$ cat config.mk
export PLATFORM = sky130hd
export DESIGN_NAME = kqt_ctrl_flat
export DESIGN_NICKNAME = d
export VERILOG_FILES = /design/src/hw/rtl/kqt_pkg.sv /design/src/hw/rtl/kqt_if.sv /design/src/hw/rtl/kqt_ctrl.sv /design/src/flat_wrapper.sv
export SDC_FILE = /design/constraint.sdc
export NUM_CORES = 1
export LEC_CHECK = 0
export BUFFER_PORTS_ARGS = -buffer_cell sky130_fd_sc_hd__buf_2
export CAP_MARGIN = 10
export CELL_PAD_IN_SITES_DETAIL_PLACEMENT = 0
export CELL_PAD_IN_SITES_GLOBAL_PLACEMENT = 2
export CORE_ASPECT_RATIO = 0.8
export CORE_MARGIN = 3
export CORE_UTILIZATION = 38
export CTS_BUF_LIST = sky130_fd_sc_hd__clkbuf_16
export CTS_CLUSTER_SIZE = 25
export DETAILED_ROUTE_END_ITERATION = 6
export PLACE_DENSITY_LB_ADDON = 0.1
export SKIP_CTS_REPAIR_TIMING = 1
export SLEW_MARGIN = 15
export SYNTH_ARGS = -nofsm -noshare
export SYNTH_HDL_FRONTEND = slang
export SYNTH_SLANG_ARGS = --single-unit
$ cat constraint.sdc
create_clock -name i_clk -period 13.9 [get_ports i_clk]
set_clock_uncertainty 0.15 [all_clocks]
set_input_delay 0.695 -clock i_clk [delete_from_list [all_inputs] [get_ports i_clk]]
set_output_delay 0.695 -clock i_clk [all_outputs]
set_load 0.05 [all_outputs]
$ cat src/hw/rtl/kqt_pkg.sv
// kqt_pkg: shared types, codes and helpers for the keyed quantity table.
// Used by the channel interfaces, the sequencer, the store and the top level.
package kqt_pkg;

    localparam int OP_W   = 2;
    localparam int KEY_W  = 32;
    localparam int QTY_W  = 32;
    localparam int ST_W   = 2;
    localparam int ECNT_W = 8;

    // Operation codes
    localparam logic [OP_W-1:0] OP_INSERT = 2'd0;
    localparam logic [OP_W-1:0] OP_SEARCH = 2'd1;
    localparam logic [OP_W-1:0] OP_UPDATE = 2'd2;

    // Status codes
    localparam logic [ST_W-1:0] ST_OK        = 2'd0;
    localparam logic [ST_W-1:0] ST_NOT_FOUND = 2'd1;
    localparam logic [ST_W-1:0] ST_EXISTS    = 2'd2;
    localparam logic [ST_W-1:0] ST_FULL      = 2'd3;

    localparam logic signed [QTY_W-1:0] QTY_MAX = 32'sh7FFF_FFFF;
    localparam logic signed [QTY_W-1:0] QTY_MIN = 32'sh8000_0000;

    typedef struct packed {
        logic [ST_W-1:0]          status;
        logic signed [QTY_W-1:0]  quantity;
        logic [ECNT_W-1:0]        entry_count;
    } t_rsp;

    // Write strobe and data toward the store; address travels beside it.
    typedef struct packed {
        logic                     key_en;
        logic                     qty_en;
        logic [KEY_W-1:0]         key;
        logic signed [QTY_W-1:0]  qty;
    } t_wr;

    // Signed add clamped to the 32-bit signed range.
    function automatic logic signed [QTY_W-1:0] sat_add(
        input logic signed [QTY_W-1:0] a,
        input logic signed [QTY_W-1:0] b
    );
        logic signed [QTY_W:0] sum;
        logic signed [QTY_W-1:0] res;
        sum = {a[QTY_W-1], a} + {b[QTY_W-1], b};
        if (sum[QTY_W] != sum[QTY_W-1]) begin
            res = sum[QTY_W] ? QTY_MIN : QTY_MAX;
        end else begin
            res = sum[QTY_W-1:0];
        end
        return res;
    endfunction

endpackage

$ cat src/hw/rtl/kqt_if.sv
// Request and response channel interfaces (valid/ready) for the table.
// Depends on kqt_pkg for field widths.
interface kqt_req_if;
    import kqt_pkg::*;
    logic                    valid;
    logic                    ready;
    logic [OP_W-1:0]         operation;
    logic [KEY_W-1:0]        part_key;
    logic signed [QTY_W-1:0] amount;

    modport source (output valid, output operation, output part_key, output amount,
                    input ready);
    modport sink   (input valid, input operation, input part_key, input amount,
                    output ready);
endinterface

interface kqt_rsp_if;
    import kqt_pkg::*;
    logic                    valid;
    logic                    ready;
    logic [ST_W-1:0]         status;
    logic signed [QTY_W-1:0] quantity;
    logic [ECNT_W-1:0]       entry_count;

    modport source (output valid, output status, output quantity, output entry_count,
                    input ready);
    modport sink   (input valid, input status, input quantity, input entry_count,
                    output ready);
endinterface

$ cat src/hw/rtl/kqt_ctrl.sv
// kqt_ctrl: per-transaction sequencer; scans the key store, decides status,
// issues the write-back and holds the response register. Depends on kqt_pkg.
module kqt_ctrl #(
    parameter int MAX_ENTRIES = 128,
    parameter int AW          = 7,
    parameter int CW          = 8
) (
    input  logic                             i_clk,
    input  logic                             i_rst_n,
    kqt_req_if.sink                          i_req,
    kqt_rsp_if.source                        o_rsp,
    output logic                             o_rd_en,
    output logic [AW-1:0]                    o_rd_addr,
    input  logic [kqt_pkg::KEY_W-1:0]        i_rd_key,
    input  logic signed [kqt_pkg::QTY_W-1:0] i_rd_qty,
    output logic [AW-1:0]                    o_wr_addr,
    output kqt_pkg::t_wr                     o_wr
);
    import kqt_pkg::*;

    typedef enum logic [1:0] {S_IDLE, S_SCAN, S_OUT} t_state;

    t_state                  r_state;
    logic [OP_W-1:0]         r_op;
    logic [KEY_W-1:0]        r_key;
    logic signed [QTY_W-1:0] r_amt;
    logic [CW-1:0]           r_count;
    logic [CW-1:0]           r_idx;
    logic                    r_cmp_vld;
    logic [AW-1:0]           r_cmp_idx;
    t_rsp                    r_res;
    t_rsp                    r_rsp;
    logic                    r_rsp_vld;
    logic [AW-1:0]           r_wr_addr;
    t_wr                     r_wr;

    logic                    accept;
    logic                    hit;
    logic                    last;
    logic                    out_free;
    logic [CW-1:0]           n_count;
    logic signed [QTY_W-1:0] upd_qty;

    assign accept   = i_req.valid && i_req.ready;
    assign hit      = r_cmp_vld && (i_rd_key == r_key);
    assign last     = r_cmp_vld && (CW'(r_cmp_idx) == r_count - CW'(1));
    assign out_free = !r_rsp_vld || o_rsp.ready;
    assign n_count  = r_count + CW'(1);
    assign upd_qty  = sat_add(i_rd_qty, r_amt);

    assign i_req.ready = (r_state == S_IDLE);
    assign o_rd_en     = (r_state == S_SCAN) && (r_idx < r_count);
    assign o_rd_addr   = r_idx[AW-1:0];
    assign o_wr_addr   = r_wr_addr;
    assign o_wr        = r_wr;

    assign o_rsp.valid       = r_rsp_vld;
    assign o_rsp.status      = r_rsp.status;
    assign o_rsp.quantity    = r_rsp.quantity;
    assign o_rsp.entry_count = r_rsp.entry_count;

    always_ff @(posedge i_clk) begin
        if (!i_rst_n) begin
            r_state   <= S_IDLE;
            r_count   <= '0;
            r_idx     <= '0;
            r_cmp_vld <= 1'b0;
            r_rsp_vld <= 1'b0;
            r_wr      <= '0;
        end else begin
            r_wr.key_en <= 1'b0;
            r_wr.qty_en <= 1'b0;
            if (r_rsp_vld && o_rsp.ready) begin
                r_rsp_vld <= 1'b0;
            end
            unique case (r_state)
                S_IDLE: begin
                    if (accept) begin
                        r_op      <= i_req.operation;
                        r_key     <= i_req.part_key;
                        r_amt     <= i_req.amount;
                        r_idx     <= '0;
                        r_cmp_vld <= 1'b0;
                        r_res     <= '{ST_NOT_FOUND, '0, ECNT_W'(r_count)};
                        r_state   <= S_OUT;
                        if (i_req.operation == OP_INSERT) begin
                            if (r_count >= CW'(MAX_ENTRIES)) begin
                                r_res.status <= ST_FULL;
                            end else if (r_count == '0) begin
                                // Empty table: no scan needed
                                r_wr_addr <= '0;
                                r_wr      <= '{1'b1, 1'b1, i_req.part_key, i_req.amount};
                                r_count   <= n_count;
                                r_res     <= '{ST_OK, i_req.amount, ECNT_W'(n_count)};
                            end else begin
                                r_state <= S_SCAN;
                            end
                        end else if ((i_req.operation == OP_SEARCH ||
                                      i_req.operation == OP_UPDATE) && r_count != '0) begin
                            r_state <= S_SCAN;
                        end
                    end
                end
                S_SCAN: begin
                    r_cmp_vld <= o_rd_en;
                    r_cmp_idx <= r_idx[AW-1:0];
                    if (o_rd_en) begin
                        r_idx <= r_idx + CW'(1);
                    end
                    if (hit || last) begin
                        r_cmp_vld <= 1'b0;
                        r_state   <= S_OUT;
                    end
                    if (hit) begin
                        case (r_op)
                            OP_INSERT: r_res.status <= ST_EXISTS;
                            OP_SEARCH: r_res <= '{ST_OK, i_rd_qty, ECNT_W'(r_count)};
                            default: begin
                                r_wr_addr <= r_cmp_idx;
                                r_wr      <= '{1'b0, 1'b1, r_key, upd_qty};
                                r_res     <= '{ST_OK, upd_qty, ECNT_W'(r_count)};
                            end
                        endcase
                    end else if (last && r_op == OP_INSERT) begin
                        // Miss on insert: append at the fill point
                        r_wr_addr <= r_count[AW-1:0];
                        r_wr      <= '{1'b1, 1'b1, r_key, r_amt};
                        r_count   <= n_count;
                        r_res     <= '{ST_OK, r_amt, ECNT_W'(n_count)};
                    end
                end
                S_OUT: begin
                    if (out_free) begin
                        r_rsp     <= r_res;
                        r_rsp_vld <= 1'b1;
                        r_state   <= S_IDLE;
                    end
                end
                default: r_state <= S_IDLE;
            endcase
        end
    end

    // Fill count never passes capacity
    a_count_cap: assert property (@(posedge i_clk) disable iff (!i_rst_n)
        r_count <= CW'(MAX_ENTRIES))
        else $error("fill count above capacity");

    // Write-back only lands while the result is being handed over
    a_wr_timing: assert property (@(posedge i_clk) disable iff (!i_rst_n)
        (r_wr.key_en || r_wr.qty_en) |-> r_state == S_OUT)
        else $error("store write outside result state");

    // Compared entry is always a filled one
    a_cmp_range: assert property (@(posedge i_clk) disable iff (!i_rst_n)
        r_cmp_vld |-> CW'(r_cmp_idx) < r_count)
        else $error("compare of unfilled entry");

    // Count grows by one, and only together with a key write
    a_count_step: assert property (@(posedge i_clk) disable iff (!i_rst_n)
        ($past(i_rst_n) && r_count != $past(r_count)) |->
            (r_count == $past(r_count) + CW'(1)) && r_wr.key_en)
        else $error("fill count changed without insert");

endmodule
$ cat src/flat_wrapper.sv
// flat-port wrapper written by rule: the top's interface ports become plain ports
module kqt_ctrl_flat import kqt_pkg::*;
#(
    parameter int MAX_ENTRIES = 128,
    parameter int AW          = 7,
    parameter int CW          = 8
)
  (i_clk, i_rst_n, o_rd_en, o_rd_addr, i_rd_key, i_rd_qty, o_wr_addr, o_wr, i_req_valid, i_req_operation, i_req_part_key, i_req_amount, i_req_ready, o_rsp_valid, o_rsp_status, o_rsp_quantity, o_rsp_entry_count, o_rsp_ready);
  kqt_req_if i_req_i ();
  kqt_rsp_if o_rsp_i ();
  input  logic i_clk;
  input  logic i_rst_n;
  output logic o_rd_en;
  output logic [AW-1:0] o_rd_addr;
  input  logic [kqt_pkg::KEY_W-1:0] i_rd_key;
  input  logic signed [kqt_pkg::QTY_W-1:0] i_rd_qty;
  output logic [AW-1:0] o_wr_addr;
  output kqt_pkg::t_wr o_wr;
  input wire logic [$bits(i_req_i.valid)-1:0] i_req_valid;
  input wire logic [$bits(i_req_i.operation)-1:0] i_req_operation;
  input wire logic [$bits(i_req_i.part_key)-1:0] i_req_part_key;
  input wire logic [$bits(i_req_i.amount)-1:0] i_req_amount;
  output wire logic [$bits(i_req_i.ready)-1:0] i_req_ready;
  output wire logic [$bits(o_rsp_i.valid)-1:0] o_rsp_valid;
  output wire logic [$bits(o_rsp_i.status)-1:0] o_rsp_status;
  output wire logic [$bits(o_rsp_i.quantity)-1:0] o_rsp_quantity;
  output wire logic [$bits(o_rsp_i.entry_count)-1:0] o_rsp_entry_count;
  input wire logic [$bits(o_rsp_i.ready)-1:0] o_rsp_ready;
  assign i_req_i.valid = i_req_valid;
  assign i_req_i.operation = i_req_operation;
  assign i_req_i.part_key = i_req_part_key;
  assign i_req_i.amount = i_req_amount;
  assign i_req_ready = i_req_i.ready;
  assign o_rsp_valid = o_rsp_i.valid;
  assign o_rsp_status = o_rsp_i.status;
  assign o_rsp_quantity = o_rsp_i.quantity;
  assign o_rsp_entry_count = o_rsp_i.entry_count;
  assign o_rsp_i.ready = o_rsp_ready;
  kqt_ctrl #(.MAX_ENTRIES(MAX_ENTRIES), .AW(AW), .CW(CW)) u_core (.i_clk(i_clk), .i_rst_n(i_rst_n), .i_req(i_req_i), .o_rsp(o_rsp_i), .o_rd_en(o_rd_en), .o_rd_addr(o_rd_addr), .i_rd_key(i_rd_key), .i_rd_qty(i_rd_qty), .o_wr_addr(o_wr_addr), .o_wr(o_wr));
endmodule
---- Word-level counts from Yosys, hierarchy flattened ----
Cells that the tools add are included.
word-level totals
  register bits ........................... 250
  latch bits .............................. 0
  memory bits (writable) .................. 0
  bits in read-only memories .............. 0
  bits of input ports ..................... 134
  output and inout bits ................... 125
  logic and storage cells ................. 127
  memories ................................ 0
cells by class
  $add $sub $neg .......................... 4
  $mul .................................... 0
  divide/modulo/power cells ............... 0
  order comparisons ....................... 2
  equality and inequality tests ........... 20
  shifts and indexed selects .............. 0
  muxes and demuxes ....................... 52
  bitwise operators ....................... 0
  reduce and logical (&&, ||, !) cells .... 29
operators with widths
  cell                                          number
  2-to-1 mux 66 bit                             6
  2-to-1 mux 42 bit                             4
  one-hot mux 66 bit (2 select lines)           1
  one-hot mux 42 bit (2 select lines)           1
  one-hot mux 40 bit (2 select lines)           1
  2-to-1 mux 65 bit                             1
  2-to-1 mux 32 bit                             2
  2-to-1 mux 8 bit                              8
  2-to-1 mux 7 bit                              7
  2-to-1 mux 41 bit                             1
  2-to-1 mux 40 bit                             1
  adder 32 x 32 -> 33 bit                       1
  equality test 32 bit                          1
  one-hot mux 8 bit (2 select lines)            2
  2-to-1 mux 2 bit                              9
  adder 8 x 1 -> 8 bit (second input constant)  2
  != test 2 bit (second input constant)         8
  one-hot mux 7 bit (2 select lines)            1
  AND reduction 7 bit                           2
  AND reduction 3 bit                           4
  equality test 7 x 8 -> 1 bit                  1
  >= comparator 8 bit (second input constant)   1
  logical NOT 8 bit                             1
  < comparator 8 bit                            1
  other kinds (21)                              40

---- Logic depth before layout (Yosys ltp) ----
Gate-level depths: netlist of the first run.
  depth after elaboration ................. 7
  depth in mapped cells ................... 19
  gate-level depth less buffers ........... 17

---- Worst setup path after synthesis of the first run ----
OpenSTA, ideal clock, no wires.
  path type ............................... register to register
  start point ............................. reg u_core.r_state[1]
  end point ............................... reg u_core.r_amt[0] (enable)
  setup time .............................. 0.491 ns
  data arrival time ....................... 4.431 ns
  data required time ...................... 13.259 ns
  setup slack ............................. 8.828 ns
  cell stages (with the launch flop) ...... 6
  path buffers ............................ 2
  path through ............................ dfxtp_1 clkbuf_1 nor2_1 nand2_1 clkbuf_1 nor2_1
between the ends
  longest elaborated chain between the ends .. 3
RTL lines
  what                             line                RTL
  from (decl)                      kqt_ctrl.sv:23      t_state r_state;
  from (signal assigned)           kqt_ctrl.sv:64      r_state <= S_IDLE;
  from (signal assigned)           kqt_ctrl.sv:85      r_state <= S_OUT;
  from (signal assigned)           kqt_ctrl.sv:96      r_state <= S_SCAN;
  logical NOT 2 bit *              kqt_ctrl.sv:51      assign i_req.ready = (r_state == S_IDLE);
  via i_req_ready                  flat_wrapper.sv:23  output wire logic [$bits(i_req_i.ready)-1:0] i_req_ready;
  logical AND 1 bit                kqt_ctrl.sv:44      assign accept = i_req.valid && i_req.ready;
  AND reduction 3 bit (no line) *  -
  to (signal assigned)             kqt_ctrl.sv:81      r_amt <= i_req.amount;
  to (decl)                        kqt_ctrl.sv:26      logic signed [QTY_W-1:0] r_amt;
Mark *: on every way through the listed nets, which the timed path passes. The rest lies on a longest branch.
A chain may end at the register's enable or synchronous reset.

---- Final worst setup path of the first run ----
  start point ............................. reg u_core.r_amt[10]
  end point ............................... reg u_core.r_res[24] (netlist bit) (data pin)
between the ends
  longest elaborated chain between the ends .. 6
RTL lines
  what                                                line                          RTL
  adder 32 x 32 -> 33 bit *                           kqt_pkg.sv:46                 sum = {a[QTY_W-1], a} + {b[QTY_W-1], b};
  2-to-1 mux 32 bit or != test 1 bit (tied branches)  kqt_pkg.sv:48, kqt_pkg.sv:47
  2-to-1 mux 32 bit *                                 kqt_pkg.sv:47                 if (sum[QTY_W] != sum[QTY_W-1]) begin
  one-hot mux 40 bit (2 select lines) *               kqt_ctrl.sv:115               case (r_op)
  2-to-1 mux 42 bit *                                 kqt_ctrl.sv:114               if (hit) begin
  one-hot mux 42 bit (2 select lines) *               kqt_ctrl.sv:76                unique case (r_state)
  to (signal assigned)                                kqt_ctrl.sv:84                r_res <= '{ST_NOT_FOUND, '0, ECNT_W'(r_count)};
  to (signal assigned)                                kqt_ctrl.sv:117               OP_SEARCH: r_res <= '{ST_OK, i_rd_qty, ECNT_W'(r_count)};
  to (signal assigned)                                kqt_ctrl.sv:121               r_res <= '{ST_OK, upd_qty, ECNT_W'(r_count)};
  to (decl)                                           kqt_ctrl.sv:31                t_rsp r_res;
Mark *: on every way between the ends. The rest lies on a longest branch, timed or not. The select of a mux whose other input is x is not followed.

==> impl_metrics.ini, run 1 <==
[status]
run_status = complete, no violations

[sta]
finalSetupTns_ns = 0
period_needed_ns = 5.235
slew_headroom_pct = 20.53
rsz0062_at_grt = false
setup_viol = 0
drv_slew = 0
period_share_pct = 37.66
worstMarginPinSlew_ns = 1.186
hold_viol_final = 0
fmax_ghz = 0.1910

[routing]
viasPerCell = 5.681
drc = 0
vias = 10748
wire_per_inst_um = 23.34
wl_mm = 44.15
drtPass1Iterations = 7
final_antenna_net_count = 0
first_iter_violations = 822

[floorplanning]
dieArea_um2 = 35910
rows = 59
die_h_um = 170.1
io_pins = 259
die_x_um = 211.1
fp.coreArea_um2 = 32850
initial_core_util_pct = 38.93

[logic_synthesis]
ys_top_cells_by_area = edfxtp_1, dfxtp_1, xnor2_1
yosysTopAreaCell = edfxtp_1
async_reset_ff_share_pct = 0
yosysUniqueCellTypes = 75
ys_seq_area_share_pct = 51.97
yosysTopAreaCellShare_pct = 38.51
syn-cell-area_um2 = 12790
synthCells = 1213
synth_warnings = 0
ys_ff_latch = 250
syn-mean-instance-area_um2 = 10.54
synth_edf_count = 164
synth_nets = 1394
synthFlopType = edfxtp_1

[global_routing]
grt_pass1_wl_mm = 65.82
antenna_found_initial = 3
grt.total_usage_pct = 23.79
grt_pass1_vias = 10259
overflow = 0
grt_max_degree = 59

[cts]
numCtsBuffers = 27
cts_tree = done
cts_max_path_buffers = 3
cts_root_buf = clkbuf_16
cts.reportedPaths.clkPinSlew_ns = 0.06
cts.sinks = 250
cts.htree.levels = 1
clock_latency_ns = 0.55

[place]
portBuffers = 258
routabilityCongestion = 0.8602
place_hpwl_mm = 30.36

[worst_setup_path]
path_class = reg2reg
path_max_fanout = 24
startpoint_type = flop
crit_path_start = u_core.r_amt[10]
endpoint_kind = flop
ff2ff_setup_slack_ns = 8.67
r2r-end = u_core.r_res[24]
required_ns = 14.00
worstPathArrival_ns = 5.34
r2r-start = u_core.r_amt[10]
rr_worst_depth = 16

[pwr]
power_density_nw_per_um2 = 126.4
p_comb_share_pct = 19.9
power_frac_seq_pct = 44.5
intPower_mw = 1.338
switchingPower_mw = 0.5844
ir_drop_uv = 75.66
power_mw = 1.923
clkPwrFrac_pct = 35.6
p_sw_share_pct = 30.39
p_leak_nw = 5.806

[final_layout]
layout.nets = 1625
area_growth_pct = 18.96
drive_gt1_share_pct = 23.09

[min_path]
min_to = u_core.r_key[13]
hold_class = in2reg
hold_start = i_req_part_key[13]
whs_path_depth = 1

[job]
drv_cap = 0
==> registers in the layout, indices dropped and copies added, names as in the netlist <==
signal and count:
u_core.r_cmp_idx 7, u_core.r_op 2, u_core.r_count 8, u_core.r_res 42, u_core.o_wr 66, u_core.o_rsp.quantity 32
u_core.o_rsp.entry_count 8, u_core.r_state 2, u_core.o_rsp.status 2, u_core.r_key 32, u_core.r_cmp_vld 1, u_core.o_rsp.valid 1
u_core.o_wr_addr 7, u_core.r_amt 32, u_core.r_idx 8
==> placed cells by master (no fill, tap or decap), drive strengths merged, types with 3 or more instances in the layout <==
master,netlist,final
edfxtp,164,164
o21ai,86,86
a21oi,103,103
nor2b,4,4
a22o,8,8
xor2,19,19
or3,4,4
nand2,122,122
or4,3,3
a221oi,5,5
and2,13,13
a22oi,78,78
dfxtp,86,86
ha,46,46
nand3,19,19
a21boi,12,12
a211oi,6,6
a31oi,28,28
nand4,27,27
mux2i,11,11
clkbuf,34,27
and3,9,9
nand2b,20,20
a222oi,5,5
nor4,6,6
xnor2,70,70
and4,3,3
inv,24,38
o31ai,3,3
buf,39,275
o21a,6,6
a2111oi,4,4
o211ai,8,8
nor3,20,20
nor3b,4,4
clkinv,0,6
a21o,19,19
nor2,68,68
a211o,4,4
==> cell type report <==
cell class | count | area (um2)
Sequential cell | 250 | 6646
Multi-Input combinational cell | 866 | 5705
Tap cell | 427 | 534.3
Clock buffer | 27 | 675.6
Clock inverter | 22 | 141.4
Timing Repair Buffer | 275 | 1419
Fill cell | 3195 | 17640
Antenna cell | 1 | 2.502
Inverter | 24 | 90.09
==> synthesized netlist by cell type, drive strengths merged (2+ instances only) <==
cell type	count
nor2	68
a21o	19
nor3b	4
a311oi	2
a211oi	6
o211ai	8
a222oi	5
edfxtp	164
nor4	6
o21bai	2
or4	3
a31oi	28
clkbuf	34
nor3	20
buf	39
mux2i	11
a41oi	2
o31ai	3
and3	9
a21boi	12
dfxtp	86
a22o	8
ha	46
a221oi	5
a22oi	78
inv	24
nand2b	20
and4	3
and2	13
a2111oi	4
nand3	19
nor2b	4
a32oi	2
nand4	27
a21oi	103
o21ai	86
o21a	6
or3	4
a211o	4
xor2	19
xnor2	70
nand2	122
==> cells by family after synthesis <==
logic type               count (synthesis)  share of synthesized area [%]
multiplexers                            12                         0.9490
XOR/XNOR                                89                          6.095
AO/OA/AOI/OAI                          394                          20.09
flip-flops                             250                          51.97
adder cells (fa/ha/maj)                 47                          4.657
AND/OR/NAND/NOR                        324                          12.48
buffers and inverters                   97                          3.757
==> layer usage <==
layer	up-vias	part of all wire (%)	global-route usage, %
met5	-	0.048	0
li1	5006	-	-
met1	5278	50	37.46
met3	46	7.5	4.423
met2	414	41	34.14
met4	4	1.9	4.366
==> worst max-delay path, cell delays in order, from the launching register on <==
cell      delay (ns)
edfxtp_1        0.44
ha_1            0.45
nand2_1         0.07
o21ai_0         0.51
a22oi_1         0.21
a21oi_1         0.25
nor2_1          0.08
a211o_1         0.28
o21bai_1        0.14
a21o_1          0.15
xor2_1          0.08
ha_1            0.92
inv_1           0.55
a21boi_0        0.38
nor2_1          0.07
a21oi_1         0.14
o21ai_0         0.08
==> power by group through the flow <==
| stage | sequential (mW) | combinational (mW) | clock (mW) |
|---|---|---|---|
| 2_1_floorplan | 0.919 | 0.203 | 0 |
| 3_3_place_gp | 0.870 | 0.379 | 0 |
| 3_5_place_dp | 0.870 | 0.380 | 0 |
| 4_1_cts | 0.855 | 0.381 | 0.700 |
| 5_1_grt | 0.858 | 0.417 | 0.734 |
| 6_report | 0.855 | 0.383 | 0.685 |
==> worst max path at each step <==
stage / end / slack (ns)
floorplan: u_core.r_amt[0] / 8.83
global placement: u_core.r_res[24] / 8.49
detailed placement: u_core.r_res[19] / 8.32
CTS: u_core.r_res[24] / 8.69
global route: u_core.o_wr[25] / 8.15
finish: u_core.r_res[24] / 8.67
==> metrics by stage <==
step / cell area, um2 / std cells / setup WS (ns) / hold WS, ns / util (%)
after global routing: 15210 / 1892 / 8.147 / 0.1632 / 46.32
after CTS: 15210 / 1891 / 8.685 / 0.1611 / 46.30
after global placement: 14390 / 1842 / 8.488 / 0.2522 / 43.81
after floorplan: 12790 / 1213 / 8.828 / 0.2503 / -
final: 15210 / 1892 / 8.665 / 0.1862 / 46.32
after detailed placement: 14390 / 1842 / 8.323 / 0.2563 / 43.81
Power figures use the tool's default switching activity.
==> run 2: changes to the inputs <==
--- a/config.mk
+++ b/config.mk
@@ -11,7 +11,7 @@
 export CELL_PAD_IN_SITES_GLOBAL_PLACEMENT = 2
 export CORE_ASPECT_RATIO = 0.8
 export CORE_MARGIN = 3
-export CORE_UTILIZATION = 38
+export CORE_UTILIZATION = 32
 export CTS_BUF_LIST = sky130_fd_sc_hd__clkbuf_16
 export CTS_CLUSTER_SIZE = 25
 export DETAILED_ROUTE_END_ITERATION = 6
==> constraint.sdc (replaced) <==
create_clock -name i_clk -period 4.6 [get_ports i_clk]
set_clock_uncertainty 0.15 [all_clocks]
set_input_delay 0.23 -clock i_clk [delete_from_list [all_inputs] [get_ports i_clk]]
set_output_delay 0.23 -clock i_clk [all_outputs]
set_load 0.05 [all_outputs]
==> run 2 against run 1 <==
Net effect: the run now ends with negative hold slack left; critical endpoint is now u_core.r_res[27]; sequential share of layout area decreased by 4.5 points; worst setup slack worse by 8.5 ns; hold slack lost 0.20 ns; total power grew to 3.2 times the previous value; non-clock buffer count up 149; largest cell class unchanged; cell area grew 12%; sequential power rose to 3.0 times the previous value; flip-flop and latch count unchanged.
==> impl_metrics.ini, run 2 (synthesis results as in run 1) <==
[cts]
cts.htree.levels = 1
cts_tree = done
numCtsBuffers = 29
clock_latency_ns = 0.56
cts.reportedPaths.clkPinSlew_ns = 0.07
cts_root_buf = clkbuf_16
cts_max_path_buffers = 3
cts.sinks = 250

[final_layout]
area_growth_pct = 32.75
drive_gt1_share_pct = 26.35
layout.nets = 1776
mostFrequentLayoutCell = buf_2
layout_common_cells = buf_2, edfxtp_1, nand2_1
final_area_um2 = 16980
utilization_pct = 43.72
largest_reg_flops = 66

[sta]
rsz0062_at_grt = true
setup_viol = 0
period_share_pct = 97.06
drv_slew = 0
hold_viol_final = 1
whs_ns = -0.01289
slew_headroom_pct = 30.32
worstMarginPinSlew_ns = 1.039
fmax_ghz = 0.2240
period_needed_ns = 4.465

[floorplanning]
die_h_um = 184.8
dieArea_um2 = 42420
die_x_um = 229.5
fp.coreArea_um2 = 38840
rows = 64
initial_core_util_pct = 32.93
io_pins = 259

[routing]
drtPass1Iterations = 5
final_antenna_net_count = 0
viasPerCell = 5.213
wl_mm = 47.38
drc = 0
vias = 11187
wire_per_inst_um = 22.08
first_iter_violations = 988

[place]
place_hpwl_mm = 33.09
routabilityCongestion = 0.8845
placed_area_um2 = 14930
portBuffers = 258

[worst_setup_path]
required_ns = 4.76
r2r-start = u_core.r_amt[1]
startpoint_type = flop
crit_path_start = u_core.r_amt[1]
r2r-end = u_core.r_res[27]
ff2ff_setup_slack_ns = 0.14
crit_path_end = u_core.r_res[27]
rr_worst_depth = 18
path_max_fanout = 5
path_class = reg2reg
endpoint_kind = flop
worstPathArrival_ns = 4.63

[job]
drv_cap = 0

[global_routing]
grt_pass1_vias = 10662
overflow = 0
grt_pass1_wl_mm = 68.87
grt.total_usage_pct = 21.17
antenna_found_initial = 0
grt_max_degree = 67

[min_path]
hold_class = in2reg

[status]
violations = negative hold slack
run_status = complete, but fails checks

[pwr]
p_leak_nw = 6.522
ir_drop_uv = 257.2
power_density_nw_per_um2 = 364.4
run 2: changes by cell type in the layout (fill, tap and decap cells not counted), sizes merged:
cell,change
buf,+56
clkbuf,+2
bufinv,-1
dlygate4sd3,+93
clkinvlp,+3
inv,-8
clkinv,+8
run 2: cell type report:
cell class              instances  area, um2
diodes                          1      2.502
clock buffers                  29      725.7
clock inverters                24      152.6
fillers                      3794      21860
inverters                      24      90.09
multi-input cells             866       5862
flip-flops and latches        250       6646
well taps                     528      660.6
repair buffers                424       2839
run 2: metal layers:
| layer | vias to the layer above | track usage [%] | wire length [um] | part of all wire (%) |
|---|---|---|---|---|
| li1 | 5327 | - | - | - |
| met1 | 5442 | 32.57 | 23490 | 50 |
| met2 | 376 | 31.43 | 20290 | 43 |
| met3 | 42 | 3.629 | 2774 | 5.9 |
| met4 | 0 | 3.637 | 816 | 1.7 |
| met5 | - | 0 | 0 | 0 |
run 2: critical path, stage by stage, from the launching register on:
cell	delay, ns
edfxtp_1	0.48
ha_4	0.33
a211oi_2	0.07
o211ai_1	0.34
nand4_1	0.22
a21oi_2	0.26
nor2_1	0.07
a211o_1	0.32
o21bai_1	0.15
a21o_1	0.16
xor2_2	0.21
ha_4	0.24
and4_4	0.15
a32oi_4	0.28
buf_6	0.20
buf_6	0.14
buf_6	0.10
a311oi_2	0.08
a221o_1	0.27
run 2: through the flow:
step / setup TNS (ns) / worst slack [ns] / cells / power, mW
final: 0 / 0.1353 / 2146 / 6.187
after global routing: -0.8025 / -0.08078 / 2145 / 6.467
after CTS: -1.309 / -0.1527 / 2045 / 6.091
after detailed placement: -0.9371 / -0.1405 / 1992 / 3.893
after global placement: -0.3909 / -0.1780 / 1992 / 3.898
after floorplan: 0 / 0.07512 / 1213 / 3.388
run 2: power by group:
| part | switching (mW) | internal (mW) | leakage (nW) |
|---|---|---|---|
| registers | 0.0628 | 2.52 | 2.23 |
| clock network | 0.969 | 1.20 | 0.446 |
| logic | 0.889 | 0.545 | 3.85 |
run 2: how the worst min path moves through the flow:
stage	start	end	slack (ns)	cells past startpoint
4_1_cts	i_req_operation[0]	u_core.r_op[0]	-0.32	1
3_5_place_dp	u_core.r_res[4]	u_core.o_rsp.entry_count[4]	0.26	0
5_1_grt	i_rd_qty[27]	u_core.r_res[35]	0.005	3
3_3_place_gp	u_core.r_res[11]	u_core.o_rsp.quantity[3]	0.25	0
2_1_floorplan	i_req_amount[0]	u_core.r_amt[0]	0.18	0
6_report	i_rd_qty[27]	u_core.r_res[35]	-0.01	3
==> run 3: changes to the inputs <==
--- a/config.mk
+++ b/config.mk
@@ -11,7 +11,7 @@
 export CELL_PAD_IN_SITES_GLOBAL_PLACEMENT = 2
 export CORE_ASPECT_RATIO = 0.8
 export CORE_MARGIN = 3
-export CORE_UTILIZATION = 32
+export CORE_UTILIZATION = 35
 export CTS_BUF_LIST = sky130_fd_sc_hd__clkbuf_16
 export CTS_CLUSTER_SIZE = 25
 export DETAILED_ROUTE_END_ITERATION = 6
==> constraint.sdc (replaced) <==
create_clock -name i_clk -period 4.4 [get_ports i_clk]
set_clock_uncertainty 0.15 [all_clocks]
set_input_delay 0.22 -clock i_clk [delete_from_list [all_inputs] [get_ports i_clk]]
set_output_delay 0.22 -clock i_clk [all_outputs]
set_load 0.05 [all_outputs]
==> run 3 against run 2 <==
Net effect: the run now ends clean; non-clock buffer count is 29 higher; clock power is 17% higher; clock-buffer cell count stayed put; core utilization is 5.2 points higher; final cell count is 1.3% lower; critical path depth is 3 higher; die area is 8.3% lower; critical path type unchanged; highest routed layer unchanged.
==> impl_metrics.ini, run 3 (synthesis results as in run 1) <==
[status]
run_status = complete, no violations

[worst_setup_path]
path_class = reg2reg
startpoint_type = flop
endpoint_kind = flop
crit_path_start = u_core.r_amt[4]
crit_path_end = u_core.o_wr[12]
required_ns = 4.70
r2r-end = u_core.o_wr[12]
worstPathArrival_ns = 4.69
rr_worst_depth = 21
path_max_fanout = 7
r2r-start = u_core.r_amt[4]
ff2ff_setup_slack_ns = 0.02

[routing]
wire_per_inst_um = 22.05
drtPass1Iterations = 5
final_antenna_net_count = 0
met2WireLength_mm = 19.72
viasPerCell = 5.360
top_layer = met4
first_iter_violations = 971
drc = 0
wl_met1_mm = 22.76
wl_mm = 46.71
dr_wl_met3_mm = 3.164
vias = 11352

[final_layout]
layout.nets = 1804
mostFrequentLayoutCell = buf_2
final_area_um2 = 17330
drive_gt1_share_pct = 28.33
final.fill_count = 3345
area_growth_pct = 35.53
largest_reg_flops = 66
layout_common_cells = buf_2, edfxtp_1, nand2_1

[sta]
slew_headroom_pct = 20.24
hold_viol_final = 0
rsz0062_at_grt = true
whs_ns = 0.009872
worstMarginPinSlew_ns = 1.190
drv_slew = 0
setup_viol = 0
period_share_pct = 99.64
fmax_ghz = 0.2281
period_needed_ns = 4.384
fin_ws_ns = 0.01571
finalSetupTns_ns = 0

[cts]
cts.reportedPaths.clkPinSlew_ns = 0.06
cts.sinks = 250
cts.htree.levels = 1
cts_tree = done
cts_root_buf = clkbuf_16
cts_max_path_buffers = 3
numCtsBuffers = 28
clock_latency_ns = 0.56

[pwr]
ir_drop_uv = 290.9
power_density_nw_per_um2 = 393.1
clkPwrFrac_pct = 37.3
p_sw_share_pct = 29.64
switchingPower_mw = 2.020
power_mw = 6.814
p_leak_nw = 6.739
p_comb_share_pct = 23.1
intPower_mw = 4.794
power_frac_seq_pct = 39.5

[floorplanning]
rows = 61
dieArea_um2 = 38890
initial_core_util_pct = 36.12
die_x_um = 219.7
die_h_um = 177.0
io_pins = 259
fp.coreArea_um2 = 35410

[global_routing]
antenna_found_initial = 2
grt_pass1_vias = 10681
grt_pass1_wl_mm = 67.59
grt.total_usage_pct = 22.85
grt_max_degree = 51
overflow = 0

[place]
routabilityCongestion = 0.8570
placed_area_um2 = 15080
place_hpwl_mm = 32.10
portBuffers = 258
dp_slack_ns = -0.1442

[job]
drv_cap = 0

[min_path]
hold_class = in2reg
==> run 3: per-layer routing <==
| metal | vias up | global-route usage, % |
|---|---|---|
| li1 | 5390 | - |
| met1 | 5467 | 35.00 |
| met2 | 431 | 33.30 |
| met3 | 64 | 4.239 |
| met4 | 0 | 5.176 |
| met5 | - | 0 |
==> run 3: power groups by stage <==
stage	Clock, mW	Sequential (mW)	Combinational, mW
finish	2.54	2.69	1.58
global placement	0	2.74	1.33
global route	2.70	2.70	1.69
floorplan	0	2.90	0.642
CTS	2.61	2.69	1.33
detailed placement	0	2.74	1.33
==> run 3: worst min-delay path by stage <==
stage	slack, ns	cells after the start	from	to
floorplan	0.17	0	i_req_amount[0]	u_core.r_amt[0]
detailed placement	0.25	0	u_core.r_res[8]	u_core.o_rsp.quantity[0]
global placement	0.25	0	u_core.r_res[12]	u_core.o_rsp.quantity[4]
global route	0.03	4	i_rd_qty[6]	u_core.r_res[14]
CTS	-0.34	1	i_req_part_key[10]	u_core.r_key[10]
finish	0.01	4	i_rd_qty[6]	u_core.r_res[14]
==> run 3: metrics by stage <==
stage	util, %	cells
finish	48.95	2118
detailed placement	42.57	1965
floorplan	-	1213
global placement	42.57	1965
global route	48.95	2118
CTS	45.38	2017
==> run 3: layout make-up <==
class / instances / area, um2 / area share (%)
multi-input combinational: 866 / 5937 / 34.25
tap: 472 / 590.6 / 3.407
sequential: 250 / 6646 / 38.34
antenna: 1 / 2.502 / 0.01444
timing repair buffer: 453 / 3074 / 17.73
inverter: 24 / 90.09 / 0.5197
clock inverter: 23 / 267.8 / 1.545
clock buffer: 29 / 725.7 / 4.187
==> run 3: critical path, stage by stage, from the launching register on <==
cell      delay [ns]
edfxtp_1        0.43
ha_4            0.29
o211ai_1        0.11
o211ai_1        0.36
nand4_1         0.21
a21oi_2         0.17
buf_4           0.15
nor2_2          0.04
a211o_1         0.27
o21bai_1        0.13
a21o_1          0.14
xor2_1          0.19
ha_1            0.30
and4_4          0.17
a32oi_4         0.24
buf_12          0.17
buf_12          0.13
a21boi_4        0.18
buf_4           0.13
o21ai_2         0.05
a221oi_2        0.19
nor2_1          0.07
